$ cat src/hdl/pai_pkg.sv
// ----------------------------------------------------------------------------
// pai_pkg
// shared types and constants for the particle attract/integrate step block
// ----------------------------------------------------------------------------
package pai_pkg;

   // fixed point and geometry constants
   localparam int unsigned WORD_W    = 32;
   localparam int unsigned FRAC_W    = 24;
   localparam logic signed [32:0] POS_LIMIT = 33'sd23722983;
   localparam logic [63:0] GUARD_NUM = 64'h0000_0000_0200_0000;   // 2.0 in Q8.24

   // register reset values
   localparam logic [23:0] GRAVITY_RST  = 24'd0;
   localparam logic [24:0] FRICTION_RST = 25'h100_0000;
   localparam logic [15:0] WIDTH_RST    = 16'd800;
   localparam logic [15:0] HEIGHT_RST   = 16'd600;

   // register indexes
   localparam logic [1:0] REG_GRAVITY  = 2'd0;
   localparam logic [1:0] REG_FRICTION = 2'd1;
   localparam logic [1:0] REG_WIDTH    = 2'd2;
   localparam logic [1:0] REG_HEIGHT   = 2'd3;

   // datapath operations issued by the controller
   typedef enum logic [4:0] {
      OP_NOP,
      OP_LOAD,
      OP_CAPT,
      OP_SQX,
      OP_SQY,
      OP_SUM,
      OP_SQRT_GO,
      OP_GUARD_GO,
      OP_DTAKE,
      OP_NX_GO,
      OP_NX_TAKE,
      OP_NY_GO,
      OP_NY_TAKE,
      OP_DEN_X,
      OP_DIVX_GO,
      OP_VX_ADD,
      OP_DEN_Y,
      OP_DIVY_GO,
      OP_VY_ADD,
      OP_GRAV,
      OP_FRX,
      OP_FRX_TAKE,
      OP_FRY,
      OP_FRY_TAKE,
      OP_MOVE,
      OP_PUB
   } dp_op_type;

   typedef struct packed {
      logic      take_in;
      dp_op_type op;
   } dp_cmd_type;

   typedef struct packed {
      logic iter_done;
      logic res_zero;
   } dp_stat_type;

endpackage

$ cat src/hdl/pai_ctrl.sv
// ----------------------------------------------------------------------------
// pai_ctrl
// step sequencer: walks the phases of one word and issues datapath commands
// ----------------------------------------------------------------------------
module pai_ctrl (
   input  logic                 clock,
   input  logic                 reset,
   input  logic                 req_valid,
   input  logic                 req_mode,
   input  logic                 req_attract,
   input  logic                 req_gravity,
   input  logic                 req_friction,
   output logic                 req_ready,
   output logic                 rsp_valid,
   input  logic                 rsp_ready,
   output pai_pkg::dp_cmd_type  cmd,
   input  pai_pkg::dp_stat_type stat
);
   import pai_pkg::*;

   typedef enum logic [4:0] {
      S_IDLE, S_A1, S_A2, S_A3, S_A4, S_SQRT_W, S_GUARD_W, S_A5, S_NX_W, S_A6, S_NY_W,
      S_A7, S_A8, S_DIVX_W, S_A9, S_A10, S_DIVY_W, S_PH_G, S_PH_F,
      S_F1, S_F2, S_F3, S_F4, S_FIN, S_PUB
   } state_type;

   state_type state_ff;
   dp_op_type op_ff;
   logic      ready_ff, valid_ff, grav_ff, fric_ff;
   logic      accept;

   assign accept = req_valid & ready_ff;

   // sequencer
   always_ff @(posedge clock) begin
      if (reset) begin
         state_ff <= S_IDLE;
         op_ff    <= OP_NOP;
         ready_ff <= 1'b1;
         valid_ff <= 1'b0;
         grav_ff  <= 1'b0;
         fric_ff  <= 1'b0;
      end else begin
         op_ff <= OP_NOP;
         if (valid_ff && rsp_ready) begin
            valid_ff <= 1'b0;
         end
         case (state_ff)
            S_IDLE: begin
               if (accept) begin
                  ready_ff <= 1'b0;
                  grav_ff  <= req_gravity;
                  fric_ff  <= req_friction;
                  if (!req_mode) begin
                     op_ff <= OP_LOAD;    state_ff <= S_FIN;
                  end else if (req_attract) begin
                     op_ff <= OP_CAPT;    state_ff <= S_A1;
                  end else begin
                     state_ff <= S_PH_G;
                  end
               end
            end
            S_A1: begin op_ff <= OP_SQX;     state_ff <= S_A2; end
            S_A2: begin op_ff <= OP_SQY;     state_ff <= S_A3; end
            S_A3: begin op_ff <= OP_SUM;     state_ff <= S_A4; end
            S_A4: begin op_ff <= OP_SQRT_GO; state_ff <= S_SQRT_W; end
            S_SQRT_W: begin
               if (stat.iter_done) begin
                  // zero distance: fall back to the width-based guard
                  if (stat.res_zero) begin
                     op_ff <= OP_GUARD_GO; state_ff <= S_GUARD_W;
                  end else begin
                     op_ff <= OP_DTAKE;    state_ff <= S_A5;
                  end
               end
            end
            S_GUARD_W: begin
               if (stat.iter_done) begin op_ff <= OP_DTAKE; state_ff <= S_A5; end
            end
            S_A5: begin op_ff <= OP_NX_GO; state_ff <= S_NX_W; end
            S_NX_W: begin
               if (stat.iter_done) begin op_ff <= OP_NX_TAKE; state_ff <= S_A6; end
            end
            S_A6: begin op_ff <= OP_NY_GO; state_ff <= S_NY_W; end
            S_NY_W: begin
               if (stat.iter_done) begin op_ff <= OP_NY_TAKE; state_ff <= S_A7; end
            end
            S_A7: begin op_ff <= OP_DEN_X;   state_ff <= S_A8; end
            S_A8: begin op_ff <= OP_DIVX_GO; state_ff <= S_DIVX_W; end
            S_DIVX_W: begin
               if (stat.iter_done) begin op_ff <= OP_VX_ADD; state_ff <= S_A9; end
            end
            S_A9:  begin op_ff <= OP_DEN_Y;   state_ff <= S_A10; end
            S_A10: begin op_ff <= OP_DIVY_GO; state_ff <= S_DIVY_W; end
            S_DIVY_W: begin
               if (stat.iter_done) begin op_ff <= OP_VY_ADD; state_ff <= S_PH_G; end
            end
            S_PH_G: begin
               if (grav_ff) begin
                  op_ff <= OP_GRAV;
               end
               state_ff <= S_PH_F;
            end
            S_PH_F: begin
               if (fric_ff) begin
                  op_ff <= OP_FRX;  state_ff <= S_F1;
               end else begin
                  op_ff <= OP_MOVE; state_ff <= S_FIN;
               end
            end
            S_F1: begin op_ff <= OP_FRX_TAKE; state_ff <= S_F2; end
            S_F2: begin op_ff <= OP_FRY;      state_ff <= S_F3; end
            S_F3: begin op_ff <= OP_FRY_TAKE; state_ff <= S_F4; end
            S_F4: begin op_ff <= OP_MOVE;     state_ff <= S_FIN; end
            S_FIN: begin
               // wait until the result register is free
               if (!valid_ff || rsp_ready) begin
                  op_ff <= OP_PUB; state_ff <= S_PUB;
               end
            end
            S_PUB: begin
               valid_ff <= 1'b1;
               ready_ff <= 1'b1;
               state_ff <= S_IDLE;
            end
            default: state_ff <= S_IDLE;
         endcase
      end
   end

   assign req_ready = ready_ff;
   assign rsp_valid = valid_ff;
   assign cmd       = '{take_in: accept, op: op_ff};

endmodule

$ cat config.mk
export PLATFORM = sky130hd
export DESIGN_NAME = pai_ctrl
export DESIGN_NICKNAME = d
export VERILOG_FILES = /design/src/hdl/pai_pkg.sv /design/src/hdl/pai_ctrl.sv
export SDC_FILE = /design/constraint.sdc
export NUM_CORES = 1
export LEC_CHECK = 0
export BUFFER_PORTS_ARGS = -buffer_cell sky130_fd_sc_hd__buf_4
export CAP_MARGIN = 40
export CORE_UTILIZATION = 35
export CTS_CLUSTER_SIZE = 30
export DETAILED_ROUTE_END_ITERATION = 16
export GPL_ROUTABILITY_DRIVEN = 1
export MAX_ROUTING_LAYER = met4
export PLACE_DENSITY_LB_ADDON = 0.25
export RECOVER_POWER = 100
export SLEW_MARGIN = 20
export SYNTH_ARGS = -nofsm -noshare
export SYNTH_HDL_FRONTEND = slang
export SYNTH_SLANG_ARGS = --single-unit
$ cat constraint.sdc
create_clock -name clock -period 1.7 [get_ports clock]
set_input_delay 0.255 -clock clock [delete_from_list [all_inputs] [get_ports clock]]
set_output_delay 0.255 -clock clock [all_outputs]
set_load 0.005 [all_outputs]
==> metrics, run 1 <==
result of the run completed; detailed-route wire length per cell 14.8 um; Worst Setup Start Kind flip-flop; per-instance average area after synthesis 7.36 um2; number of port buffers 17; clock skew after layout 0.00856 ns; largest cells by area after synthesis sky130_fd_sc_hd__dfxtp_1 27%, sky130_fd_sc_hd__a21oi_1 6.8%, sky130_fd_sc_hd__nor2_1 5.5%, sky130_fd_sc_hd__o21ai_0 4.9%, sky130_fd_sc_hd__nand2_1 3.7%; dominant register cell in the synthesized netlist sky130_fd_sc_hd__dfxtp_1; synthesis warning total 0; total vias in the final route 1145; post-CTS setup-driven buffer insertion count 0; TritonCTS clock tree done; area used by multi-input combinational logic 644 um2; Antenna Diode Count 0; first-pass GRT wire length 4.59 mm; share of the yosys chip area belonging to registers 27.4%; worst min-delay path category in -> reg; total chip power 2.08 mW; Die Y-Extent 56.1 um; utilization of the core after routing 45.7%; Max Fclk 0.616 GHz; Core Area 2760 um2; Worst Hold Depth 2; Final setup violation count 0; data required time of the worst path 1.91 ns; row count 19; post-placement setup slack 0.0973 ns; number of H-tree levels 1; fraction of post-synthesis cell area in the top cell type by area 27.4%; Cell Pwr Density 1650 nW/um2; number of enable flip-flop cells after synthesis 0; fraction of registers with async set or reset after synthesis 0%; vias per cell 5.90; residual antenna-violating net count after detailed routing 0; largest net degree at the start of global routing 14; Area Overhead vs Synth 23.1%; part of the cycle the worst path needs 95.5%; total of flip-flops plus latches after synthesis 14; starting density of the core 37.1%; worst-path cell with the longest stage delay sky130_fd_sc_hd__dfxtp_1; Slew headroom 62.9%; Filler Cell Count 286; Synthesized Nets 149; root buffer cell sky130_fd_sc_hd__clkbuf_4; share of final-layout standard cells stronger than drive strength 1 27.6%; Max Cap Viol 0; Clock Path Buffers 2; number of DRC markers in iteration 0 66; CTS sink cnt 14; die area 3140 um2; HPWL after DPL 2.13 mm; clock transition at the register clock pins on the worst setup and hold paths after CTS 0.10 ns; Post-route DRC 0; routability-driven placement congestion ratio 0.935; first-pass iteration count of the detailed router 4; worst path cell trace clkbuf_2 -> nor2_1 -> a21oi_1 -> o211ai_1 -> or3_1 -> o311ai_1; type of element capturing the critical path flip-flop; post-route cell area 1260 um2; unrepaired setup endpoints after global routing no; worst setup slack after layout 0.0761 ns; number of gates given a new drive strength after cts 0; total negative slack for setup checks 0 ns; mapped cell area 1020 um2; number of pins exceeding their max-slew limit in the final report 0; Yosys top cell by area sky130_fd_sc_hd__dfxtp_1; vias in the first global route 997; top cell types by occurrence after synthesis 15 x sky130_fd_sc_hd__nor2_1, 14 x sky130_fd_sc_hd__a21oi_1, 14 x sky130_fd_sc_hd__dfxtp_1; Mapped Cells 139; CTS Buf Count 3; x dimension of the die 56.1 um; post-cts hold buffer count 0; critical path's largest stage delay 0.50 ns; cell with the most instances after synthesis sky130_fd_sc_hd__nor2_1; count of pins on the block boundary 18; register area 284 um2; later-pin clock latency in the skew report 0.30 ns; total length of routed wires 2.87 mm; antenna violations before repair 0; signal arrival time at the worst endpoint 1.83 ns; final hold violations 0; leakage power summed over all cells 0.521 nW; layout net count 174; overflow left after global routing 0; Critical Setup Path Class reg -> reg; Max rail drop VDD 903 uV; distinct cell type count of the synthesized netlist 40; Worst Max-Slew Pin Slew 0.555 ns; maximum net fanout on the critical path 11; post-place instance area 1230 um2; final worst path period need 1.62 ns; length in cells of the worst reg-to-reg path 6; total global-route track usage 19.0%
-- worst paths after layout --
path | from | end | slack [ns]
worst min register to register | fric_ff$_SDFFE_PP0P_ | fric_ff$_SDFFE_PP0P_ | 0.51
worst max register to register | state_ff[0]$_SDFFE_PP0P_ | state_ff[2]$_SDFFE_PP0P_ | 0.08
worst max-delay path | state_ff[0]$_SDFFE_PP0P_ | state_ff[2]$_SDFFE_PP0P_ | 0.08
worst min-delay path | reset | state_ff[4]$_SDFFE_PP0P_ | 0.19
-- power breakdown --
group	switching (mW)	internal [mW]
combinational	0.657	0.563
sequential	0.155	0.443
clock	0.133	0.131
-- worst max-delay path: cells and delay by family (launching register included) --
kind / cells / cell delay, ns
flops: 1 / 0.50
buf+inv: 1 / 0.30
compound gates: 3 / 0.33
simple gates: 2 / 0.41
-- per-layer routing --
| metal | part of all wire (%) | vias up | global-route usage (%) |
|---|---|---|---|
| li1 | - | 558 | - |
| met1 | 46 | 535 | 25.2 |
| met2 | 47 | 50 | 29.4 |
| met3 | 6.2 | 2 | 4.42 |
| met4 | 0.42 | 0 | 4.53 |
| met5 | 0 | - | - |
-- kinds of logic after synthesis --
| family | synth area share [%] |
|---|---|
| flops | 27.4 |
| compound gates | 36.3 |
| buf+inv | 9.17 |
| simple gates | 24.2 |
| mux | 2.93 |
-- state kept, by name, indices dropped and copies added, names as in the netlist --
signal     cells
op_ff          5
state_ff       5
fric_ff        1
grav_ff        1
req_ready      1
rsp_valid      1
-- metrics by stage --
stage	hold WS, ns	cells
6_report	0.189	194
5_1_grt	0.203	194
4_1_cts	0.197	194
3_5_place_dp	0.488	190
3_3_place_gp	0.480	190
2_1_floorplan	0.402	139
-- placed cells by master (no fill, tap or decap), types with 2 or more instances in the layout --
cell type,instances
sky130_fd_sc_hd__a211oi_1,4
sky130_fd_sc_hd__a21o_1,4
sky130_fd_sc_hd__a21oi_1,14
sky130_fd_sc_hd__a22o_1,2
sky130_fd_sc_hd__a311oi_1,2
sky130_fd_sc_hd__a31oi_1,5
sky130_fd_sc_hd__buf_4,22
sky130_fd_sc_hd__clkbuf_4,11
sky130_fd_sc_hd__dfxtp_1,11
sky130_fd_sc_hd__dfxtp_2,3
sky130_fd_sc_hd__inv_1,5
sky130_fd_sc_hd__mux2i_1,3
sky130_fd_sc_hd__nand2_1,10
sky130_fd_sc_hd__nand2b_1,3
sky130_fd_sc_hd__nand3_1,4
sky130_fd_sc_hd__nor2_1,15
sky130_fd_sc_hd__nor2b_1,3
sky130_fd_sc_hd__nor3_1,5
sky130_fd_sc_hd__nor3b_1,2
sky130_fd_sc_hd__o211ai_1,4
sky130_fd_sc_hd__o21ai_0,10
sky130_fd_sc_hd__or3_1,2
-- layout make-up --
class | instances | share of cell area, %
clock buffer | 4 | 2.88
inverter | 6 | 1.79
multi-input combinational | 107 | 51.1
sequential | 14 | 22.5
tap | 31 | 3.08
timing repair buffer | 32 | 18.6
No activity file was read; power rests on OpenSTA's default activity.
==> run 2, diff against run 1 <==
REMOVE_ABC_BUFFERS = 1   (was default)
==> metrics, run 2 (synthesized netlist as in run 1, its figures left out) <==
Slew headroom 67.2% (was 62.9%); Die Y-Extent 56.1 um (unchanged); Post-route DRC 0 (unchanged); vias per cell 5.86 (was 5.90); total length of routed wires 2.78 mm (was 2.87 mm); largest registers in the final layout op_ff x5, state_ff x5 (unchanged); Area Overhead vs Synth 22.7% (was 23.1%); worst path cell trace or2_4 -> o21ai_2 -> a22o_1 -> or3_1 -> o311ai_1 (was clkbuf_2 -> nor2_1 -> a21oi_1 -> o211ai_1 -> or3_1 -> o311ai_1); TritonCTS clock tree done (unchanged); share of final-layout standard cells stronger than drive strength 1 25.8% (was 27.6%); first-pass iteration count of the detailed router 4 (unchanged); data required time of the worst path 1.90 ns (was 1.91 ns); number of DRC markers in iteration 0 36 (was 66); Worst Setup SP state_ff[2]$_SDFFE_PP0P_ (was state_ff[0]$_SDFFE_PP0P_); unrepaired setup endpoints after global routing no (unchanged); total vias in the final route 1137 (was 1145); maximum net fanout on the critical path 9 (was 11); Critical Setup Path Class reg -> reg (unchanged); post-cts hold buffer count 0 (unchanged); signal arrival time at the worst endpoint 1.77 ns (was 1.83 ns); critical path's largest stage delay 0.52 ns (was 0.50 ns); root buffer cell sky130_fd_sc_hd__clkbuf_4 (unchanged); Clock Path Buffers 2 (unchanged); type of element capturing the critical path flip-flop (unchanged); result of the run completed (unchanged); number of port buffers 17 (unchanged); number of H-tree levels 1 (unchanged); part of the cycle the worst path needs 92.4% (was 95.5%); detailed-route wire length per cell 14.3 um (was 14.8 um); row count 19 (unchanged); HPWL after DPL 2.17 mm (was 2.13 mm); Max Fclk 0.637 GHz (was 0.616 GHz); die area 3140 um2 (unchanged); x dimension of the die 56.1 um (unchanged); Filler Cell Count 289 (was 286); clock skew after layout 0.00686 ns (was 0.00856 ns); number of pins exceeding their max-slew limit in the final report 0 (unchanged); most frequent cells in the layout 22 x sky130_fd_sc_hd__buf_4, 16 x sky130_fd_sc_hd__nor2_1, 14 x sky130_fd_sc_hd__a21oi_1 (was 22 x sky130_fd_sc_hd__buf_4, 15 x sky130_fd_sc_hd__nor2_1, 14 x sky130_fd_sc_hd__a21oi_1); area used by multi-input combinational logic 643 um2 (was 644 um2); total negative slack for setup checks 0 ns (unchanged); Hold Path Origin req_gravity (was reset); Max Cap Viol 0 (unchanged); cell count after placement 190 (unchanged); Max rail drop VDD 739 uV (was 903 uV); CTS Buf Count 3 (unchanged); Worst Max-Slew Pin Slew 0.490 ns (was 0.555 ns); antenna violations before repair 0 (unchanged); Buf+Inv Stages, Crit Path 0 (was 1); first-pass GRT wire length 4.81 mm (was 4.59 mm); largest delay contributor family on the critical path simple AND/OR/NAND/NOR gates (was flip-flops); Cell Pwr Density 1630 nW/um2 (was 1650 nW/um2); Core Area 2760 um2 (unchanged); residual antenna-violating net count after detailed routing 0 (unchanged); Worst Setup Start Kind flip-flop (unchanged); vias in the first global route 1056 (was 997); CTS sink cnt 14 (unchanged); most frequent standard cell in the layout excluding fill and tap cells sky130_fd_sc_hd__buf_4 (unchanged); starting density of the core 37.1% (unchanged); final hold violations 0 (unchanged); leakage power summed over all cells 0.521 nW (about the same); Final setup violation count 0 (unchanged); later-pin clock latency in the skew report 0.29 ns (was 0.30 ns); clock transition at the register clock pins on the worst setup and hold paths after CTS 0.10 ns (about the same); routability-driven placement congestion ratio 0.935 (about the same); worst min-delay path category in -> reg (unchanged); r2r startpoint state_ff[2]$_SDFFE_PP0P_ (was state_ff[0]$_SDFFE_PP0P_); total global-route track usage 19.8% (was 19.0%); largest net degree at the start of global routing 19 (was 14); final worst path period need 1.57 ns (was 1.62 ns); Antenna Diode Count 0 (unchanged); Cell Count, Final, Fillers Out 194 (unchanged); overflow left after global routing 0 (unchanged); count of pins on the block boundary 18 (unchanged); utilization of the core after routing 45.6% (was 45.7%); layout net count 174 (unchanged); register area 282 um2 (was 284 um2); worst-path cell with the longest stage delay sky130_fd_sc_hd__dfxtp_1 (unchanged)
## run 2: changes by cell type in the layout (fill, tap and decap cells not counted)
| cell | change |
|---|---|
| sky130_fd_sc_hd__a2111oi_1 | +1 |
| sky130_fd_sc_hd__nor2_2 | -1 |
| sky130_fd_sc_hd__dfxtp_2 | -2 |
| sky130_fd_sc_hd__a2111oi_0 | -1 |
| sky130_fd_sc_hd__dfxtp_1 | +2 |
| sky130_fd_sc_hd__nor2_1 | +1 |
## run 2: worst paths after layout
check / endpoint / slack [ns] / cells after the start
hold / removal: grav_ff$_SDFFE_PP0P_ / 0.20 / 3
hold reg to reg: fric_ff$_SDFFE_PP0P_ / 0.50 / 2
setup reg to reg: state_ff[2]$_SDFFE_PP0P_ / 0.13 / 5
setup / recovery: state_ff[2]$_SDFFE_PP0P_ / 0.13 / 5
## run 2: metal layers
| layer | vias up | GRT usage (%) | part of all wire [%] |
|---|---|---|---|
| li1 | 555 | - | - |
| met2 | 43 | 32.0 | 48 |
| met4 | 0 | 8.01 | 1.7 |
| met3 | 6 | 3.26 | 6.3 |
| met1 | 533 | 24.5 | 44 |
| met5 | - | - | 0 |
## run 2: metrics by stage
stage | hold WS, ns | area [um2] | power [mW] | setup slack, ns
after floorplan | 0.324 | 952 | 1.34 | 0.0430
after global placement | 0.473 | 1230 | 1.83 | 0.150
after detailed placement | 0.492 | 1230 | 1.83 | 0.137
after CTS | 0.200 | 1270 | 2.08 | 0.117
after global routing | 0.204 | 1260 | 2.23 | 0.0156
final | 0.202 | 1260 | 2.05 | 0.129
## run 2: power by group
part	leakage, nW	switching [mW]	internal (mW)
sequential	0.115	0.117	0.438
combinational	0.385	0.679	0.559
clock	0.0210	0.122	0.130
total	0.521	0.919	1.13
## run 2: worst register-to-register path: stages (launching register included)
cell	delay, ns
sky130_fd_sc_hd__dfxtp_1	0.52
sky130_fd_sc_hd__or2_4	0.22
sky130_fd_sc_hd__o21ai_2	0.07
sky130_fd_sc_hd__a22o_1	0.23
sky130_fd_sc_hd__or3_1	0.38
sky130_fd_sc_hd__o311ai_1	0.07
## run 2: final cells by class
type / count / area share, %
multi-input combinational: 107 / 51.2
clock buffer: 4 / 2.89
inverter: 6 / 1.79
timing repair buffer: 32 / 18.6
sequential: 14 / 22.4
tap: 31 / 3.09
## run 2: timing repair
item,CTS,global route
gates resized for setup,0,2
endpoints found under the setup margin,0,2
buffers inserted,0,0
==> run 3, diff against run 2 <==
BUFFER_PORTS_ARGS = default   (was -buffer_cell sky130_fd_sc_hd__buf_4)
CTS_BUF_LIST = sky130_fd_sc_hd__clkbuf_4 sky130_fd_sc_hd__clkbuf_8   (was default)
DONT_BUFFER_PORTS = 1   (was default)
==> metrics, run 3 (synthesized netlist as in run 1, its figures left out) <==
vias per cell 6.08 (was 5.86); Antenna Diode Count 0 (unchanged); Critical Setup Path Class reg -> reg (unchanged); GR Layer Usage met3 5.58% (was 3.26%); unrepaired setup endpoints after global routing no (unchanged); Cell Pwr Density 1740 nW/um2 (was 1630 nW/um2); vias in the first global route 964 (was 1056); total global-route track usage 18.2% (was 19.8%); grt peak-use layer met2 (unchanged); number of H-tree levels 1 (unchanged); routability-driven placement congestion ratio 0.894 (was 0.935); Worst Setup Start Kind flip-flop (unchanged); residual antenna-violating net count after detailed routing 0 (unchanged); Die Y-Extent 56.1 um (unchanged); leakage power summed over all cells 0.437 nW (was 0.521 nW); sw frac 44.7% (was 44.9%); global routing met1 resource utilization 23.3% (was 24.5%); post-placement setup slack 0.108 ns (was 0.137 ns); Crit path depth 5 (unchanged); first-pass iteration count of the detailed router 4 (unchanged); clock share of power 12.1% (was 12.3%); number of port buffers 0 (was 17); Max Cap Viol 0 (unchanged); starting density of the core 37.1% (unchanged); part of the cycle the worst path needs 94.4% (was 92.4%); r2r startpoint state_ff[3]$_SDFFE_PP0P_ (was state_ff[2]$_SDFFE_PP0P_); maximum net fanout on the critical path 7 (was 9); most frequent cells in the layout 15 x sky130_fd_sc_hd__nor2_1, 14 x sky130_fd_sc_hd__a21oi_1, 13 x sky130_fd_sc_hd__buf_4 (was 22 x sky130_fd_sc_hd__buf_4, 16 x sky130_fd_sc_hd__nor2_1, 14 x sky130_fd_sc_hd__a21oi_1); clock transition at the register clock pins on the worst setup and hold paths after CTS 0.09 ns (was 0.10 ns); Core Area 2760 um2 (unchanged); hold worst-path end state_ff[0]$_SDFFE_PP0P_ (was grav_ff$_SDFFE_PP0P_); signal arrival time at the worst endpoint 1.79 ns (was 1.77 ns); Worst R2R End state_ff[2]$_SDFFE_PP0P_ (unchanged); row count 19 (unchanged); CTS Buf Count 3 (unchanged); Area Overhead vs Synth 9.90% (was 22.7%); final worst path period need 1.61 ns (was 1.57 ns); die area 3140 um2 (unchanged); total length of routed wires 2.65 mm (was 2.78 mm); Final setup violation count 0 (unchanged); Worst Max-Slew Pin Slew 0.468 ns (was 0.490 ns); Slew headroom 68.7% (was 67.2%); CTS sink cnt 14 (unchanged); number of pins exceeding their max-slew limit in the final report 0 (unchanged); worst min-delay path category in -> reg (unchanged); Buf+Inv Stages, Crit Path 0 (unchanged); worst setup slack after layout 0.0944 ns (was 0.129 ns); clock skew after layout 0.00366 ns (was 0.00686 ns); worst-path cell with the longest stage delay sky130_fd_sc_hd__dfxtp_1 (unchanged); P_int 1.08 mW (was 1.13 mW); largest registers in the final layout op_ff x5, state_ff x5 (unchanged); number of gates given a new drive strength after cts 0 (unchanged); total negative slack for setup checks 0 ns (unchanged); sw power 0.873 mW (was 0.919 mW); FF-to-FF setup slack 0.09 ns (was 0.13 ns); combinational cell fraction of total power 56.7% (was 60.5%); TritonCTS clock tree done (unchanged); Max rail drop VDD 1070 uV (was 739 uV); Clock Path Buffers 2 (unchanged); antenna violations before repair 0 (unchanged); data required time of the worst path 1.88 ns (was 1.90 ns); share of final-layout standard cells stronger than drive strength 1 18.8% (was 25.8%); Filler Cell Count 291 (was 289); met2 usage 27.4% (was 32.0%); worst path cell trace nand2b_2 -> o21ai_2 -> a22o_1 -> or3_1 -> o311ai_1 (was or2_4 -> o21ai_2 -> a22o_1 -> or3_1 -> o311ai_1); count of pins on the block boundary 18 (unchanged); total vias in the final route 1064 (was 1137); detailed-route wire length per cell 15.1 um (was 14.3 um); Max Fclk 0.623 GHz (was 0.637 GHz); share of total power in sequential cells 31.1% (was 27.1%); overflow left after global routing 0 (unchanged); most frequent standard cell in the layout excluding fill and tap cells sky130_fd_sc_hd__nor2_1 (was sky130_fd_sc_hd__buf_4); later-pin clock latency in the skew report 0.28 ns (was 0.29 ns); critical path's largest stage delay 0.46 ns (was 0.52 ns); result of the run completed (unchanged); root buffer cell sky130_fd_sc_hd__clkbuf_4 (unchanged); Post-route DRC 0 (unchanged); number of DRC markers in iteration 0 37 (was 36); largest delay contributor family on the critical path simple AND/OR/NAND/NOR gates (unchanged); total chip power 1.96 mW (was 2.05 mW); type of element capturing the critical path flip-flop (unchanged); Worst Setup SP state_ff[3]$_SDFFE_PP0P_ (was state_ff[2]$_SDFFE_PP0P_); Cell Count, Final, Fillers Out 175 (was 194); x dimension of the die 56.1 um (unchanged); layout net count 155 (was 174); Hold Path Origin reset (was req_gravity); length in cells of the worst reg-to-reg path 5 (unchanged); cell count after placement 171 (was 190); HPWL after DPL 2.00 mm (was 2.17 mm); post-CTS setup-driven buffer insertion count 0 (unchanged); largest net degree at the start of global routing 13 (was 19); first-pass GRT wire length 4.37 mm (was 4.81 mm); final hold violations 0 (unchanged); Worst Hold Depth 1 (was 3); post-cts hold buffer count 0 (unchanged)
[run 3: cell count changes in the layout (fill, tap and decap cells not counted), sizes merged]
cell and delta:
buf -9, clkbuf -10
[run 3: worst max path at each step]
| stage | end |
|---|---|
| finish | state_ff[2]$_SDFFE_PP0P_ |
| global route | state_ff[2]$_SDFFE_PP0P_ |
| CTS | state_ff[2]$_SDFFE_PP0P_ |
| detailed placement | state_ff[2]$_SDFFE_PP0P_ |
| global placement | state_ff[0]$_SDFFE_PP0P_ |
| floorplan | state_ff[2]$_SDFFE_PP0P_ |
[run 3: per-layer routing]
layer | wire length, um | up-vias
li1 | - | 521
met1 | 1160 | 491
met2 | 1260 | 50
met3 | 211 | 2
met4 | 24 | 0
met5 | 0 | -
[run 3: metrics by stage]
step,utilization [%],hold WS [ns],area [um2]
finish,40.8,0.0256,1120
global placement,39.5,0.329,1090
detailed placement,39.5,0.330,1090
global route,40.8,0.0120,1120
floorplan,-,0.324,952
CTS,40.8,0.0237,1120
[run 3: power by group through the flow]
stage | clock network (mW) | logic, mW | registers (mW)
floorplan | 0 | 0.697 | 0.642
global placement | 0 | 1.09 | 0.605
detailed placement | 0 | 1.08 | 0.608
CTS | 0.246 | 1.09 | 0.601
global route | 0.263 | 1.23 | 0.627
finish | 0.237 | 1.11 | 0.609
[run 3: layout make-up]
class                   count  area [um2]  area share, %
multi-input cells         107         646           57.4
well taps                  31        38.8           3.45
clock buffers               4        36.3           3.23
flip-flops and latches     14         284           25.3
repair buffers             13        97.6           8.68
inverters                   6        22.5           2.00
